## config.mk

```make
export PLATFORM = sky130hd
export DESIGN_NAME = music_macro_note_parser
export DESIGN_NICKNAME = d
export VERILOG_FILES = /design/src/rtl/mmnp_pkg.sv /design/src/rtl/mmnp_note_unit.sv /design/src/rtl/music_macro_note_parser.sv
export SDC_FILE = /design/constraint.sdc
export NUM_CORES = 1
export LEC_CHECK = 0
export ABC_CLOCK_PERIOD_IN_PS = 11650
export BUFFER_PORTS_ARGS = -buffer_cell sky130_fd_sc_hd__buf_2
export CAP_MARGIN = 10
export CORE_MARGIN = 8
export CORE_UTILIZATION = 55
export CTS_CLUSTER_DIAMETER = 40
export DETAILED_ROUTE_END_ITERATION = 7
export GPL_ROUTABILITY_DRIVEN = 0
export HOLD_SLACK_MARGIN = 0.06
export PLACE_DENSITY = 0.71
export SYNTH_ARGS = -nofsm -noshare
export SYNTH_HDL_FRONTEND = slang
export SYNTH_SLANG_ARGS = --single-unit
```

## constraint.sdc

```tcl
create_clock -name clk_i -period 11.65 [get_ports clk_i]
set_clock_uncertainty 0.05 [all_clocks]
set_input_delay 0.5825 -clock clk_i [delete_from_list [all_inputs] [get_ports clk_i]]
set_output_delay 0.5825 -clock clk_i [all_outputs]
set_load 0.02 [all_outputs]
```

## src/rtl/mmnp_pkg.sv

```systemverilog
// shared types, constants and pitch table for the music macro note parser
package mmnp_pkg;

  typedef struct packed {
    logic [7:0] score_char;
    logic       end_of_score;
  } in_item_t;

  typedef struct packed {
    logic [13:0] freq_hz;
    logic [14:0] duration_ms;
    logic        last_of_run;
  } out_item_t;

  typedef enum logic [2:0] {
    PH_IDLE = 3'd0,
    PH_OCT  = 3'd1,
    PH_LEN  = 3'd2,
    PH_TMP  = 3'd3,
    PH_ACC  = 3'd4,
    PH_NUM  = 3'd5,
    PH_DOTS = 3'd6
  } phase_e;

  typedef enum logic [1:0] {
    PK_NONE = 2'd0,
    PK_NOTE = 2'd1,
    PK_REST = 2'd2
  } kind_e;

  typedef enum logic [2:0] {
    ST_IDLE  = 3'd0,
    ST_PARSE = 3'd1,
    ST_DIV   = 3'd2,
    ST_DOTS  = 3'd3,
    ST_EMIT  = 3'd4
  } state_e;

  // note job handed to the duration/pitch unit
  typedef struct packed {
    logic        is_note;
    logic [3:0]  semi;
    logic [3:0]  octp1;
    logic [6:0]  len;
    logic [9:0]  tempo;
    logic [3:0]  dots;
  } note_job_t;

  localparam logic [17:0] DIVIDEND = 18'd240000;

  function automatic logic [28:0] pitch_q20(input logic [3:0] s);
    unique case (s)
      4'd0:  pitch_q20 = 29'd274334289;
      4'd1:  pitch_q20 = 29'd290647054;
      4'd2:  pitch_q20 = 29'd307929828;
      4'd3:  pitch_q20 = 29'd326240288;
      4'd4:  pitch_q20 = 29'd345639545;
      4'd5:  pitch_q20 = 29'd366192342;
      4'd6:  pitch_q20 = 29'd387967272;
      4'd7:  pitch_q20 = 29'd411037006;
      4'd8:  pitch_q20 = 29'd435478539;
      4'd9:  pitch_q20 = 29'd461373440;
      4'd10: pitch_q20 = 29'd488808132;
      4'd11: pitch_q20 = 29'd517874176;
      default: pitch_q20 = 29'd274334289;
    endcase
  endfunction

  function automatic logic [3:0] letter_semi(input logic [2:0] l);
    unique case (l)
      3'd0: letter_semi = 4'd9;
      3'd1: letter_semi = 4'd11;
      3'd2: letter_semi = 4'd0;
      3'd3: letter_semi = 4'd2;
      3'd4: letter_semi = 4'd4;
      3'd5: letter_semi = 4'd5;
      3'd6: letter_semi = 4'd7;
      default: letter_semi = 4'd0;
    endcase
  endfunction

endpackage

```

## src/rtl/mmnp_note_unit.sv

```systemverilog
// serial divider and dot accumulator computing one note's frequency and duration
module mmnp_note_unit import mmnp_pkg::*; (
  input  logic        clk_i,
  input  logic        rst_ni,
  input  logic        start_i,
  input  note_job_t   job_i,
  output logic        done_o,
  output logic [13:0] freq_o,
  output logic [14:0] dur_o
);

  logic [16:0] div_q, div_d;     // tempo*len, at most 65472
  logic [17:0] quo_q, quo_d;     // dividend shifts out as quotient shifts in
  logic [16:0] rem_q, rem_d;
  logic [4:0]  cnt_q, cnt_d;
  logic [3:0]  dots_q, dots_d;
  logic [17:0] ms_q, ms_d;
  logic [17:0] add_q, add_d;
  logic        busy_q, busy_d, div_phase_q, div_phase_d;
  logic [13:0] freq_q, freq_d;
  logic [17:0] rtrial;
  logic [16:0] product;
  logic [29:0] rounded;

  assign product = 17'(job_i.tempo) * 17'(job_i.len);
  assign rtrial  = {rem_q, quo_q[17]};

  always_comb begin
    logic [3:0] sh;
    sh = 4'd0;
    rounded = 30'd0;
    if (job_i.octp1 >= 4'd5) begin
      sh = job_i.octp1 - 4'd5;
      rounded = 30'((({8'd0, pitch_q20(job_i.semi)} << sh) + 37'd524288) >> 20);
    end else begin
      sh = 4'd5 - job_i.octp1;
      rounded = 30'((({8'd0, pitch_q20(job_i.semi)} + (37'd524288 << sh)) >> 20) >> sh);
    end
  end

  always_comb begin
    div_d = div_q; quo_d = quo_q; rem_d = rem_q; cnt_d = cnt_q;
    dots_d = dots_q; ms_d = ms_q; add_d = add_q; busy_d = busy_q;
    div_phase_d = div_phase_q; freq_d = freq_q; done_o = 1'b0;
    if (start_i) begin
      div_d = product; quo_d = DIVIDEND; rem_d = '0; cnt_d = 5'd18;
      dots_d = job_i.dots; busy_d = 1'b1; div_phase_d = 1'b1;
      freq_d = job_i.is_note ? rounded[13:0] : 14'd0;
    end else if (busy_q && div_phase_q) begin
      if (rtrial >= {1'b0, div_q}) begin
        rem_d = 17'(rtrial - {1'b0, div_q});
        quo_d = {quo_q[16:0], 1'b1};
      end else begin
        rem_d = rtrial[16:0];
        quo_d = {quo_q[16:0], 1'b0};
      end
      cnt_d = cnt_q - 5'd1;
      if (cnt_q == 5'd1) begin
        div_phase_d = 1'b0;
        ms_d = quo_d;
        add_d = quo_d >> 1;
      end
    end else if (busy_q) begin
      if (dots_q != 4'd0) begin
        ms_d = ms_q + add_q;
        add_d = add_q >> 1;
        dots_d = dots_q - 4'd1;
      end else begin
        busy_d = 1'b0;
        done_o = 1'b1;
      end
    end
  end

  assign freq_o = freq_q;
  assign dur_o  = ms_q[14:0];

  always_ff @(posedge clk_i or negedge rst_ni) begin
    if (!rst_ni) begin
      busy_q <= 1'b0;
      div_phase_q <= 1'b0;
      cnt_q <= '0;
      dots_q <= '0;
    end else begin
      busy_q <= busy_d;
      div_phase_q <= div_phase_d;
      cnt_q <= cnt_d;
      dots_q <= dots_d;
    end
  end

  always_ff @(posedge clk_i) begin
    div_q <= div_d; quo_q <= quo_d; rem_q <= rem_d;
    ms_q <= ms_d; add_q <= add_d; freq_q <= freq_d;
  end

endmodule

```

## src/rtl/music_macro_note_parser.sv

```systemverilog
// top level: character parser, note queue and handshake
// throughput: one character at a time; a character with no note returns to idle after parsing,
// each note passes through start, restoring division, one accumulation step per dot, finish and emit
// the division unit is the limiting resource; a held output stalls the next character
// reset: asynchronous active low, octave 4, length 4, tempo 120, nothing pending
module music_macro_note_parser import mmnp_pkg::*; (
  input  logic      clk_i,
  input  logic      rst_ni,
  input  logic      in_valid_i,
  output logic      in_ready_o,
  input  in_item_t  in_data_i,
  output logic      out_valid_o,
  input  logic      out_ready_i,
  output out_item_t out_data_o
);

  state_e state_q, state_d;
  in_item_t ch_q;
  phase_e ph_q, ph_d;
  kind_e kind_q, kind_d;
  logic [3:0] semi_q, semi_d, poct_q, poct_d, dot_q, dot_d;
  logic [15:0] acc_q, acc_d;
  logic seen_q, seen_d;
  logic [3:0] oct_q, oct_d;
  logic [6:0] dlen_q, dlen_d;
  logic [9:0] tempo_q, tempo_d;
  note_job_t [1:0] jobs_d, jobs_q;
  logic [1:0] njobs_d, njobs_q, jidx_q, jidx_d;
  logic out_v_q, out_v_d;
  out_item_t out_q, out_d;
  logic start, done;
  logic [13:0] fr;
  logic [14:0] du;

  // combinational parse of one character
  always_comb begin
    logic [7:0] c, u;
    logic dig, ext, cont;
    logic [19:0] v;
    logic [6:0] ln;
    c = ch_q.score_char;
    u = (c >= 8'h61 && c <= 8'h7a) ? c - 8'd32 : c;
    dig = c >= 8'h30 && c <= 8'h39;
    ph_d = ph_q; kind_d = kind_q; semi_d = semi_q; poct_d = poct_q;
    acc_d = acc_q; seen_d = seen_q; dot_d = dot_q; oct_d = oct_q;
    dlen_d = dlen_q; tempo_d = tempo_q; jobs_d = '0; njobs_d = 2'd0;
    ext = 1'b0; cont = 1'b1; v = '0; ln = '0;
    for (int k = 0; k < 2; k++) begin
      // k=0: character, k=1: end-of-score flush
      if (k == 1 && !ch_q.end_of_score) break;
      if (k == 0 && (ph_d == PH_OCT || ph_d == PH_LEN || ph_d == PH_TMP) && dig) begin
        v = 20'(acc_d) * 20'd10 + 20'(c - 8'h30);
        acc_d = v > 20'd65535 ? 16'hffff : v[15:0];
        seen_d = 1'b1; cont = 1'b0;
      end else if (k == 1 && (ph_d == PH_OCT || ph_d == PH_LEN || ph_d == PH_TMP) ||
                   k == 0 && (ph_d == PH_OCT || ph_d == PH_LEN || ph_d == PH_TMP)) begin
        if (seen_d) begin
          if (ph_d == PH_OCT) oct_d = acc_d > 16'd8 ? 4'd8 : acc_d[3:0];
          else if (ph_d == PH_LEN)
            dlen_d = acc_d < 16'd1 ? 7'd1 : (acc_d > 16'd64 ? 7'd64 : acc_d[6:0]);
          else tempo_d = acc_d < 16'd20 ? 10'd20 : (acc_d > 16'd1023 ? 10'd1023 : acc_d[9:0]);
        end
        kind_d = PK_NONE; semi_d = '0; poct_d = '0; acc_d = '0; seen_d = 1'b0;
        dot_d = '0; ph_d = PH_IDLE;
      end else begin
        ext = 1'b0;
        if (k == 0 && ph_d == PH_ACC) begin
          ph_d = PH_NUM;
          if (c == 8'h23 || c == 8'h2b) begin
            if (semi_d >= 4'd11) begin semi_d = '0; poct_d = poct_d + 4'd1; end
            else semi_d = semi_d + 4'd1;
            ext = 1'b1;
          end else if (c == 8'h2d) begin
            if (semi_d == 4'd0) begin semi_d = 4'd11; poct_d = poct_d - 4'd1; end
            else semi_d = semi_d - 4'd1;
            ext = 1'b1;
          end
        end
        if (k == 0 && !ext && ph_d == PH_NUM) begin
          if (dig) begin
            v = 20'(acc_d) * 20'd10 + 20'(c - 8'h30);
            acc_d = v > 20'd65535 ? 16'hffff : v[15:0];
            seen_d = 1'b1; ext = 1'b1;
          end else if (c == 8'h2e) begin
            ph_d = PH_DOTS; dot_d = 4'd1; ext = 1'b1;
          end
        end else if (k == 0 && !ext && ph_d == PH_DOTS && c == 8'h2e) begin
          if (dot_d < 4'd15) dot_d = dot_d + 4'd1;
          ext = 1'b1;
        end
        if (ext) cont = 1'b0;
        else begin
          if ((ph_d == PH_NUM || ph_d == PH_DOTS || ph_d == PH_ACC) && kind_d != PK_NONE) begin
            ln = seen_d ? (acc_d < 16'd1 ? 7'd1 : (acc_d > 16'd64 ? 7'd64 : acc_d[6:0]))
                        : dlen_d;
            jobs_d[njobs_d[0]] = '{is_note: kind_d == PK_NOTE, semi: semi_d,
                                   octp1: poct_d, len: ln, tempo: tempo_d, dots: dot_d};
            njobs_d = njobs_d + 2'd1;
          end
          kind_d = PK_NONE; semi_d = '0; poct_d = '0; acc_d = '0; seen_d = 1'b0;
          dot_d = '0; ph_d = PH_IDLE;
        end
      end
      if (k == 0 && cont) begin
        priority if (u == 8'h4f) ph_d = PH_OCT;
        else if (u == 8'h4c) ph_d = PH_LEN;
        else if (u == 8'h54) ph_d = PH_TMP;
        else if (u == 8'h3e) begin if (oct_d < 4'd8) oct_d = oct_d + 4'd1; end
        else if (u == 8'h3c) begin if (oct_d > 4'd0) oct_d = oct_d - 4'd1; end
        else if (u == 8'h50 || u == 8'h52) begin kind_d = PK_REST; ph_d = PH_NUM; end
        else if (u >= 8'h41 && u <= 8'h47) begin
          kind_d = PK_NOTE;
          semi_d = letter_semi(3'(u - 8'h41));
          poct_d = (oct_d > 4'd8 ? 4'd8 : oct_d) + 4'd1;
          ph_d = PH_ACC;
        end
      end
      if (k == 1) begin
        ph_d = PH_IDLE; kind_d = PK_NONE; semi_d = '0; poct_d = '0; acc_d = '0;
        seen_d = 1'b0; dot_d = '0; oct_d = 4'd4; dlen_d = 7'd4; tempo_d = 10'd120;
      end
    end
  end

  mmnp_note_unit u_note (
    .clk_i, .rst_ni,
    .start_i(start),
    .job_i(jobs_q[jidx_q[0]]),
    .done_o(done),
    .freq_o(fr),
    .dur_o(du)
  );

  // next state
  always_comb begin
    state_d = state_q;
    unique case (state_q)
      ST_IDLE:  if (in_valid_i) state_d = ST_PARSE;
      ST_PARSE: state_d = (njobs_d != 2'd0) ? ST_DIV : ST_IDLE;
      ST_DIV:   state_d = ST_DOTS;
      ST_DOTS:  if (done) state_d = ST_EMIT;
      ST_EMIT:  if (!out_v_q || out_ready_i)
                  state_d = (jidx_q + 2'd1 < njobs_q) ? ST_DIV : ST_IDLE;
      default:  state_d = ST_IDLE;
    endcase
  end

  // outputs
  always_comb begin
    in_ready_o = state_q == ST_IDLE;
    start = state_q == ST_DIV;
    jidx_d = jidx_q;
    out_v_d = out_v_q && !out_ready_i;
    out_d = out_q;
    if (state_q == ST_PARSE) jidx_d = 2'd0;
    if (state_q == ST_EMIT && (!out_v_q || out_ready_i)) begin
      out_v_d = 1'b1;
      out_d = '{freq_hz: fr, duration_ms: du, last_of_run: jidx_q + 2'd1 >= njobs_q};
      jidx_d = jidx_q + 2'd1;
    end
  end

  assign out_valid_o = out_v_q;
  assign out_data_o = out_q;

  always_ff @(posedge clk_i or negedge rst_ni) begin
    if (!rst_ni) begin
      state_q <= ST_IDLE; ph_q <= PH_IDLE; kind_q <= PK_NONE;
      semi_q <= '0; poct_q <= '0; acc_q <= '0; seen_q <= 1'b0; dot_q <= '0;
      oct_q <= 4'd4; dlen_q <= 7'd4; tempo_q <= 10'd120;
      njobs_q <= '0; jidx_q <= '0; out_v_q <= 1'b0;
    end else begin
      state_q <= state_d;
      jidx_q <= jidx_d;
      out_v_q <= out_v_d;
      if (state_q == ST_PARSE) begin
        ph_q <= ph_d; kind_q <= kind_d; semi_q <= semi_d; poct_q <= poct_d;
        acc_q <= acc_d; seen_q <= seen_d; dot_q <= dot_d; oct_q <= oct_d;
        dlen_q <= dlen_d; tempo_q <= tempo_d; njobs_q <= njobs_d;
      end
    end
  end

  always_ff @(posedge clk_i) begin
    if (in_valid_i && in_ready_o) ch_q <= in_data_i;
    if (state_q == ST_PARSE) jobs_q <= jobs_d;
    out_q <= out_d;
  end

  a_ready_idle: assert property (@(posedge clk_i) disable iff (!rst_ni)
    in_ready_o |-> state_q == ST_IDLE) else $error("ready outside idle");
  a_start_once: assert property (@(posedge clk_i) disable iff (!rst_ni)
    start |=> !start) else $error("double start");
  a_out_hold: assert property (@(posedge clk_i) disable iff (!rst_ni)
    out_valid_o && !out_ready_i |=> $stable(out_data_o)) else $error("output changed");

endmodule
```

==> reports/qor.txt, run 1 <==
result of the run -> completed
root buf cell -> sky130_fd_sc_hd__clkbuf_16
count of boundary I/O pins -> 45
largest net degree at the start of global routing -> 70
clk sink count -> 271
buffer levels on the longest clock path -> 3
CTS Hold Bufs -> 1
initial drt markers -> 1537
detailed-route vias per instance -> 6.17
site row count -> 72
half-perimeter wire length after detailed placement -> 38.3 mm
count of placed standard cells including taps -> 2878
dominant combinational cell family by area after synthesis -> compound AO/OA/AOI/OAI gates
Syn Area/Cell -> 8.95 um2
most common flop cell mapped by yosys -> sky130_fd_sc_hd__edfxtp_1
final routed wirelength across all metal layers -> 53.0 mm
area added between synthesis and finish -> 10.8%
number of synthesized register bits -> 271
PortBufs -> 44
H-tree depth -> 2
type of the most critical hold path -> in2reg
DR DRC count -> 0
CTS-repair resized insts -> 0
crit path max fanout -> 16
Final Hold Vio Count -> 0
category of the most critical setup path -> reg2reg
highest clock rate -> 142 MHz
post-synthesis instance total -> 2400
share of the synthesized netlist area taken by xor and xnor gates -> 3.46%
Req. time, crit path -> 11.99 ns
startpoint types -> register
first element of the critical path -> acc_q[1]$_DFFE_PN0P_
portion of netlist area occupied by mux cells -> 6.03%
power per standard cell area -> 300 mW/mm2
number of max-slew violations in the final report -> 0
non-filler instance count after layout -> 2961
Critical Path End Type -> register
Rel. slew slack -> 32.3%
area occupied by registers -> 0.00743 mm2
final clock period utilization by the worst path -> 60.6%
number of search-and-repair iterations in the first detailed-routing pass -> 5
Chip Width -> 214 um
fill cell total of the finished layout -> 3287
layout cell share with drive strength beyond 1 -> 9.86%
actual slew at the worst max-slew pin -> 1.01 ns
DRT antenna net count -> 0
TritonCTS clock tree -> yes
final design utilization -> 61.7%
r2r setup slk -> 4.59 ns
post-synthesis instance area -> 0.0215 mm2
area occupied by multi-input gates -> 0.0131 mm2
data arrival time at the worst-slack endpoint -> 7.40 ns
via count of the first global-routing pass -> 17.6k
count of inserted antenna diode cells -> 0
post-CTS setup buffer count -> 0
total core area -> 0.0386 mm2
number of buffers created by CTS -> 44
critical register-to-register path endpoint -> jobs_q[17]$_DFFE_PP_
register clock-pin slew on the reported worst setup and hold paths -> 0.05 ns
vertical extent of the die -> 214 um
number of vias after detailed routing -> 18.3k
adder-cell area share of the yosys netlist -> 13.1%
IR drop worst, VDD -> 204 uV
Post-Synth Simple-Gate Area -> 17.5%
Syn. warnings -> 0
depth of the most critical reg-to-reg path -> 26
unrepaired setup endpoints after global routing -> no
final count of negative-setup-slack endpoints -> 0
antenna violations before repair -> 0
fraction of the mapped netlist area in compound gates -> 20.6%
Leak -> 10.1 nW
minimum clock period -> 7.06 ns
overall routing resource usage -> 23.0%
proportion of synthesized chip area in sequential cells -> 34.6%
post-synthesis cell type count -> 99
# nets final -> 2618
number of enable-type register cells in the synthesized netlist -> 162
initial core utilization -> 55.7%
die area -> 0.0456 mm2
clock insertion delay at the later pin of the skew report -> 0.57 ns
Overflow after GRT -> 0
share of flip-flops with an asynchronous set or reset after synthesis -> 27.3%
Final Hold Slack -> 0.144 ns
setup TNS -> 0 ns
startpoint of the lowest-slack register-to-register path -> acc_q[1]$_DFFE_PN0P_
end point of the critical path -> jobs_q[17]$_DFFE_PP_
wire length of the first global-routing pass -> 87.6 mm
number of max-cap violations -> 0
Routed WL per cell -> 17.9 um
-- sequential cells by signal (all words and copies together), names as in the netlist, 5 cells and up --
signal	count
dlen_q	7
u_note.rem_q	17
acc_q	16
u_note.div_q	17
u_note.ms_q	15
ch_q	9
tempo_q	10
u_note.freq_o	14
u_note.cnt_q	5
jobs_q	60
u_note.quo_q	18
out_data_o	30
u_note.add_q	17
-- worst max-delay path, cell delays in order (launching register included) --
cell	delay, ns
sky130_fd_sc_hd__dfrtp_1	0.53
sky130_fd_sc_hd__ha_1	0.36
sky130_fd_sc_hd__ha_1	0.17
sky130_fd_sc_hd__inv_1	0.06
sky130_fd_sc_hd__fa_1	0.40
sky130_fd_sc_hd__nor2b_1	0.12
sky130_fd_sc_hd__o21ai_0	0.10
sky130_fd_sc_hd__a21boi_0	0.23
sky130_fd_sc_hd__o21ai_0	0.14
sky130_fd_sc_hd__a21boi_0	0.24
sky130_fd_sc_hd__o21ai_0	0.13
sky130_fd_sc_hd__a21boi_0	0.24
sky130_fd_sc_hd__o21ai_0	0.16
sky130_fd_sc_hd__a21oi_1	0.25
sky130_fd_sc_hd__o31a_1	0.19
sky130_fd_sc_hd__nor2_1	0.07
sky130_fd_sc_hd__ha_1	0.33
sky130_fd_sc_hd__and3_1	0.20
sky130_fd_sc_hd__a221o_1	0.34
sky130_fd_sc_hd__a31oi_1	0.18
sky130_fd_sc_hd__mux2i_1	0.38
sky130_fd_sc_hd__o2111ai_4	0.35
sky130_fd_sc_hd__o41ai_4	0.46
sky130_fd_sc_hd__o22ai_1	0.23
sky130_fd_sc_hd__or3_1	0.39
sky130_fd_sc_hd__mux2_2	0.32
sky130_fd_sc_hd__o31ai_1	0.24
-- synthesized netlist by cell type, drive strengths merged, types with 11 or more instances --
cell type	count	share of area, %
o21bai	17	0.59
o21a	25	0.87
and2	25	0.73
nor2	203	3.5
nand2b	14	0.41
mux2	23	1.2
o211ai	16	0.56
xor2	33	1.4
a21o	30	1.0
nor4	18	0.52
or3	21	0.64
clkbuf	97	1.7
ha	154	9.0
fa	44	4.1
nor2b	23	0.67
o22ai	24	0.70
dfrtp	68	7.9
a21boi	16	0.56
nand2	310	5.4
nor3	46	1.1
o21ai	161	3.8
inv	147	2.6
a31oi	25	0.73
a221oi	11	0.45
xnor2	51	2.1
mux2i	67	3.1
dfxtp	35	3.3
a21oi	148	3.5
o31ai	38	1.4
mux4	16	1.7
a211oi	39	1.4
edfxtp	162	23
buf	17	0.41
and3	35	1.0
nand3	57	1.3
-- worst min-delay path by stage --
stage / from / end / cells after the start
floorplan: rst_ni / acc_q[0]$_DFFE_PN0P_ / 0
global placement: rst_ni / oct_q[0]$_DFFE_PN0P_ / 1
detailed placement: rst_ni / oct_q[0]$_DFFE_PN0P_ / 1
CTS: in_data_i[8] / ch_q[8]$_DFFE_PP_ / 1
global route: in_data_i[8] / ch_q[8]$_DFFE_PP_ / 1
finish: in_data_i[3] / ch_q[3]$_DFFE_PP_ / 1
-- power breakdown --
part / total [mW] / internal, mW / switching, mW
Sequential: 1.61 / 1.45 / 0.158
Clock: 1.42 / 0.904 / 0.516
Combinational: 4.10 / 1.65 / 2.45
Total: 7.13 / 4.01 / 3.13
-- layout make-up --
type | instances | share of cell area [%]
Clock inverter | 34 | 1.94
Clock buffer | 48 | 4.91
Multi-Input combinational cell | 1868 | 55.0
Sequential cell | 271 | 31.2
Timing Repair Buffer | 72 | 1.83
Tap cell | 518 | 2.73
Inverter | 150 | 2.37
-- per-stage QoR --
stage	total power, mW	setup WS [ns]	instance area (um2)
CTS	7.14	4.66	23800
floorplan	4.81	5.51	21500
global placement	5.57	4.93	22100
detailed placement	5.68	4.68	22100
global route	7.71	4.09	23800
finish	7.13	4.59	23800
-- routing by layer --
layer	up-vias	track usage [%]	routed length, um
met4	0	8.96	1810
met1	8709	30.5	23600
met3	146	3.29	3130
met2	601	37.8	24500
met5	-	0	0
li1	8822	-	-
-- placed cells by master, fill, tap and decap left out, types with 14 or more instances in the layout --
cell                          n
sky130_fd_sc_hd__a211oi_1    38
sky130_fd_sc_hd__o21a_1      25
sky130_fd_sc_hd__nor2b_1     23
sky130_fd_sc_hd__mux2i_1     65
sky130_fd_sc_hd__nor3_1      46
sky130_fd_sc_hd__inv_1      145
sky130_fd_sc_hd__mux2_2      23
sky130_fd_sc_hd__mux4_2      16
sky130_fd_sc_hd__o31ai_1     36
sky130_fd_sc_hd__and2_1      24
sky130_fd_sc_hd__buf_4       28
sky130_fd_sc_hd__ha_1       154
sky130_fd_sc_hd__nand3_1     57
sky130_fd_sc_hd__fa_1        44
sky130_fd_sc_hd__a21boi_0    16
sky130_fd_sc_hd__nor2_1     201
sky130_fd_sc_hd__o22ai_1     24
sky130_fd_sc_hd__o21bai_1    17
sky130_fd_sc_hd__dfrtp_1     67
sky130_fd_sc_hd__nand2_1    310
sky130_fd_sc_hd__dfxtp_1     35
sky130_fd_sc_hd__o211ai_1    16
sky130_fd_sc_hd__a21oi_1    147
sky130_fd_sc_hd__clkbuf_16   46
sky130_fd_sc_hd__edfxtp_1   162
sky130_fd_sc_hd__xnor2_1     50
sky130_fd_sc_hd__and3_1      35
sky130_fd_sc_hd__o21ai_0    157
sky130_fd_sc_hd__nand2b_1    14
sky130_fd_sc_hd__or3_1       20
sky130_fd_sc_hd__a31oi_1     25
sky130_fd_sc_hd__xor2_1      31
sky130_fd_sc_hd__nor4_1      18
sky130_fd_sc_hd__buf_2       43
sky130_fd_sc_hd__a21o_1      30
-- kinds of logic (layout without fill, tap and decap cells) --
group                    Yosys count  in the layout
flip-flops                       271            271
AND/OR/NAND/NOR                  811            811
AO/OA/AOI/OAI                    664            664
adder cells (fa/ha/maj)          199            199
buffers and inverters            264            304
multiplexers                     106            106
XOR/XNOR                          84             84
other                              1              4
Note: power is estimated with default switching activity, not from simulation.
==> run 2: changes to the inputs <==
--- a/config.mk
+++ b/config.mk
@@ -5,7 +5,7 @@
 export SDC_FILE = /design/constraint.sdc
 export NUM_CORES = 1
 export LEC_CHECK = 0
-export ABC_CLOCK_PERIOD_IN_PS = 11650
+export ABC_CLOCK_PERIOD_IN_PS = 5740
 export BUFFER_PORTS_ARGS = -buffer_cell sky130_fd_sc_hd__buf_2
 export CAP_MARGIN = 10
 export CORE_MARGIN = 8
@@ -14,7 +14,7 @@
 export DETAILED_ROUTE_END_ITERATION = 7
 export GPL_ROUTABILITY_DRIVEN = 0
 export HOLD_SLACK_MARGIN = 0.06
-export PLACE_DENSITY = 0.71
+export PLACE_DENSITY = 0.74
 export SYNTH_ARGS = -nofsm -noshare
 export SYNTH_HDL_FRONTEND = slang
 export SYNTH_SLANG_ARGS = --single-unit
==> constraint.sdc (replaced) <==
create_clock -name clk_i -period 5.74 [get_ports clk_i]
set_clock_uncertainty 0.05 [all_clocks]
set_input_delay 0.287 -clock clk_i [delete_from_list [all_inputs] [get_ports clk_i]]
set_output_delay 0.287 -clock clk_i [all_outputs]
set_load 0.02 [all_outputs]
==> run 2 against run 1 <==
  * The flow now finishes with violations (setup timing)
  * Critical path type unchanged
  * Largest power group unchanged
  * Critical endpoint is now jobs_q[18]$_DFFE_PP_
  * Flip-flop and latch count unchanged
  * Worst hold slack worse by 0.049 ns
  * Combinational power up 110%
  * Final area up 5.5%
  * Highest routed layer unchanged
  * Global-route usage up 1.2 points
  * Clock power up 77%
  * Critical path depth unchanged
  * Via count up 4.7%
  * Die area unchanged
  * Core utilization up 3.4 points
==> reports/qor.txt, run 2 (same netlist as run 1, synthesis figures left out) <==
setup TNS -> -0.956 ns
site row count -> 72
via count of the first global-routing pass -> 18.6k
final routed wirelength across all metal layers -> 56.5 mm
Critical Path End Type -> register
largest net degree at the start of global routing -> 73
clk sink count -> 271
area added between synthesis and finish -> 16.8%
Rel. slew slack -> 29.3%
max incr delay on CP -> 0.62 ns
Leak -> 10.7 nW
initial core utilization -> 55.7%
actual slew at the worst max-slew pin -> 1.05 ns
clock insertion delay at the later pin of the skew report -> 0.54 ns
Final Hold Slack -> 0.0951 ns
DR DRC count -> 0
number of buffers created by CTS -> 41
Most Used Layer, Global Route -> met2
violated checks -> setup timing
die area -> 0.0456 mm2
final clock period utilization by the worst path -> 104%
type of the most critical hold path -> in2async
layout cell share with drive strength beyond 1 -> 16.5%
Req. time, crit path -> 6.05 ns
total design power -> 14.5 mW
vertical extent of the die -> 214 um
count of boundary I/O pins -> 45
number of vias after detailed routing -> 19.1k
grt met1 use -> 31.4%
met2 track utilization from global routing -> 40.6%
initial drt markers -> 1642
antenna violations before repair -> 0
H-tree depth -> 2
final design utilization -> 65.1%
total core area -> 0.0386 mm2
TritonCTS clock tree -> yes
Overflow after GRT -> 0
number of max-slew violations in the final report -> 0
startpoint types -> register
category of the most critical setup path -> reg2reg
number of max-cap violations -> 0
commonest non-fill, non-tap cell in the layout -> sky130_fd_sc_hd__nand2_1
wire length of the first global-routing pass -> 92.7 mm
root buf cell -> sky130_fd_sc_hd__clkbuf_16
crit path setup slack, layout -> -0.242 ns
detailed-route vias per instance -> 6.20
cell type with the highest occurrence count on the critical path -> sky130_fd_sc_hd__buf_4
half-perimeter wire length after detailed placement -> 39.8 mm
result of the run -> finished with violations
flip-flop count of the largest register, all copies and words added -> 60
data arrival time at the worst-slack endpoint -> 6.29 ns
overall routing resource usage -> 24.2%
final count of negative-setup-slack endpoints -> 5
buffer levels on the longest clock path -> 3
DRT antenna net count -> 0
IR drop worst, VDD -> 476 uV
register clock-pin slew on the reported worst setup and hold paths -> 0.05 ns
Setup WS pre-CTS -> -0.412 ns
PortBufs -> 44
crit path max fanout -> 8
Final Hold Vio Count -> 0
# nets final -> 2745
power per standard cell area -> 578 mW/mm2
minimum clock period -> 5.98 ns
number of search-and-repair iterations in the first detailed-routing pass -> 6
register name with the most flops -> jobs_q
highest clock rate -> 167 MHz
Chip Width -> 214 um
Routed WL per cell -> 18.3 um
Critical-path top delay cell -> sky130_fd_sc_hd__or4_4
top library cells by usage in the layout, fill and taps aside -> sky130_fd_sc_hd__nand2_1, sky130_fd_sc_hd__nor2_1, sky130_fd_sc_hd__edfxtp_1
GR Layer Usage met3 -> 3.76%
unrepaired setup endpoints after global routing -> yes
count of inserted antenna diode cells -> 0
depth of the most critical reg-to-reg path -> 26
-- run 2: cell count changes in the layout (fill, tap and decap cells not counted), sizes merged --
| cell | before | now |
|---|---|---|
| buf | 71 | 190 |
| bufinv | 7 | 2 |
| clkbuf | 48 | 47 |
| clkinv | 12 | 16 |
| clkinvlp | 3 | 2 |
| dlygate4sd3 | 1 | 12 |
| inv | 162 | 158 |
-- run 2: cell type report --
class | instances | area [um2]
clock buffer | 47 | 1110
clock inverter | 28 | 293
fill | 3077 | 13500
inverter | 150 | 563
multi-input combinational | 1868 | 13600
sequential | 271 | 7430
tap | 518 | 648
timing repair buffer | 202 | 1480
-- run 2: critical path: cells and delay by family (launching register included) --
kind	cells	cell delay [ns]
buf+inv	9	1.16
fa+ha+maj	3	0.75
compound gates	9	1.96
flops	1	0.41
simple gates	4	1.33
xor+xnor	1	0.13
-- run 2: where the power goes --
| group | internal [mW] | leakage [nW] | switching, mW |
|---|---|---|---|
| clock | 1.52 | 0.688 | 0.987 |
| sequential | 2.95 | 2.80 | 0.297 |
| combinational | 3.60 | 7.17 | 5.16 |
-- run 2: worst paths after layout --
kind	start	to	slack, ns
worst max register to register	acc_q[3]$_DFFE_PN0P_	jobs_q[18]$_DFFE_PP_	-0.24
worst max-delay path	acc_q[3]$_DFFE_PN0P_	jobs_q[18]$_DFFE_PP_	-0.24
worst min-delay path	rst_ni	acc_q[0]$_DFFE_PN0P_	0.1
max in group asynchronous	rst_ni	jidx_q[0]$_DFFE_PN0P_	4.41
min in group clk_i	u_note.freq_o[13]$_SDFFCE_PN0P_	out_data_o[29]$_DFFE_PP_	0.36
worst min register to register	u_note.freq_o[13]$_SDFFCE_PN0P_	out_data_o[29]$_DFFE_PP_	0.36
-- run 2: layer usage --
metal  part of all wire (%)  wire (um)  vias up
met2                     48      27000      825
met5                      0          0        -
met4                    3.4       1920        0
li1                       -          -     9066
met1                     42      23600     9077
met3                    7.0       3940      167
-- run 2: stage by stage --
step / instance area [um2] / cells
floorplan: 21500 / 2403
global placement: 22800 / 2965
detailed placement: 22800 / 2965
CTS: 24700 / 3074
global route: 25100 / 3084
finish: 25100 / 3084
-- run 2: timing repair --
action                                  4_1_cts  5_1_grt
setup buffers                                22       11
hold buffers                                 12        0
endpoints found under the setup margin        7       21
endpoints found under the hold margin        25        0
gates resized for setup                      22       65
pin swaps                                    25       56
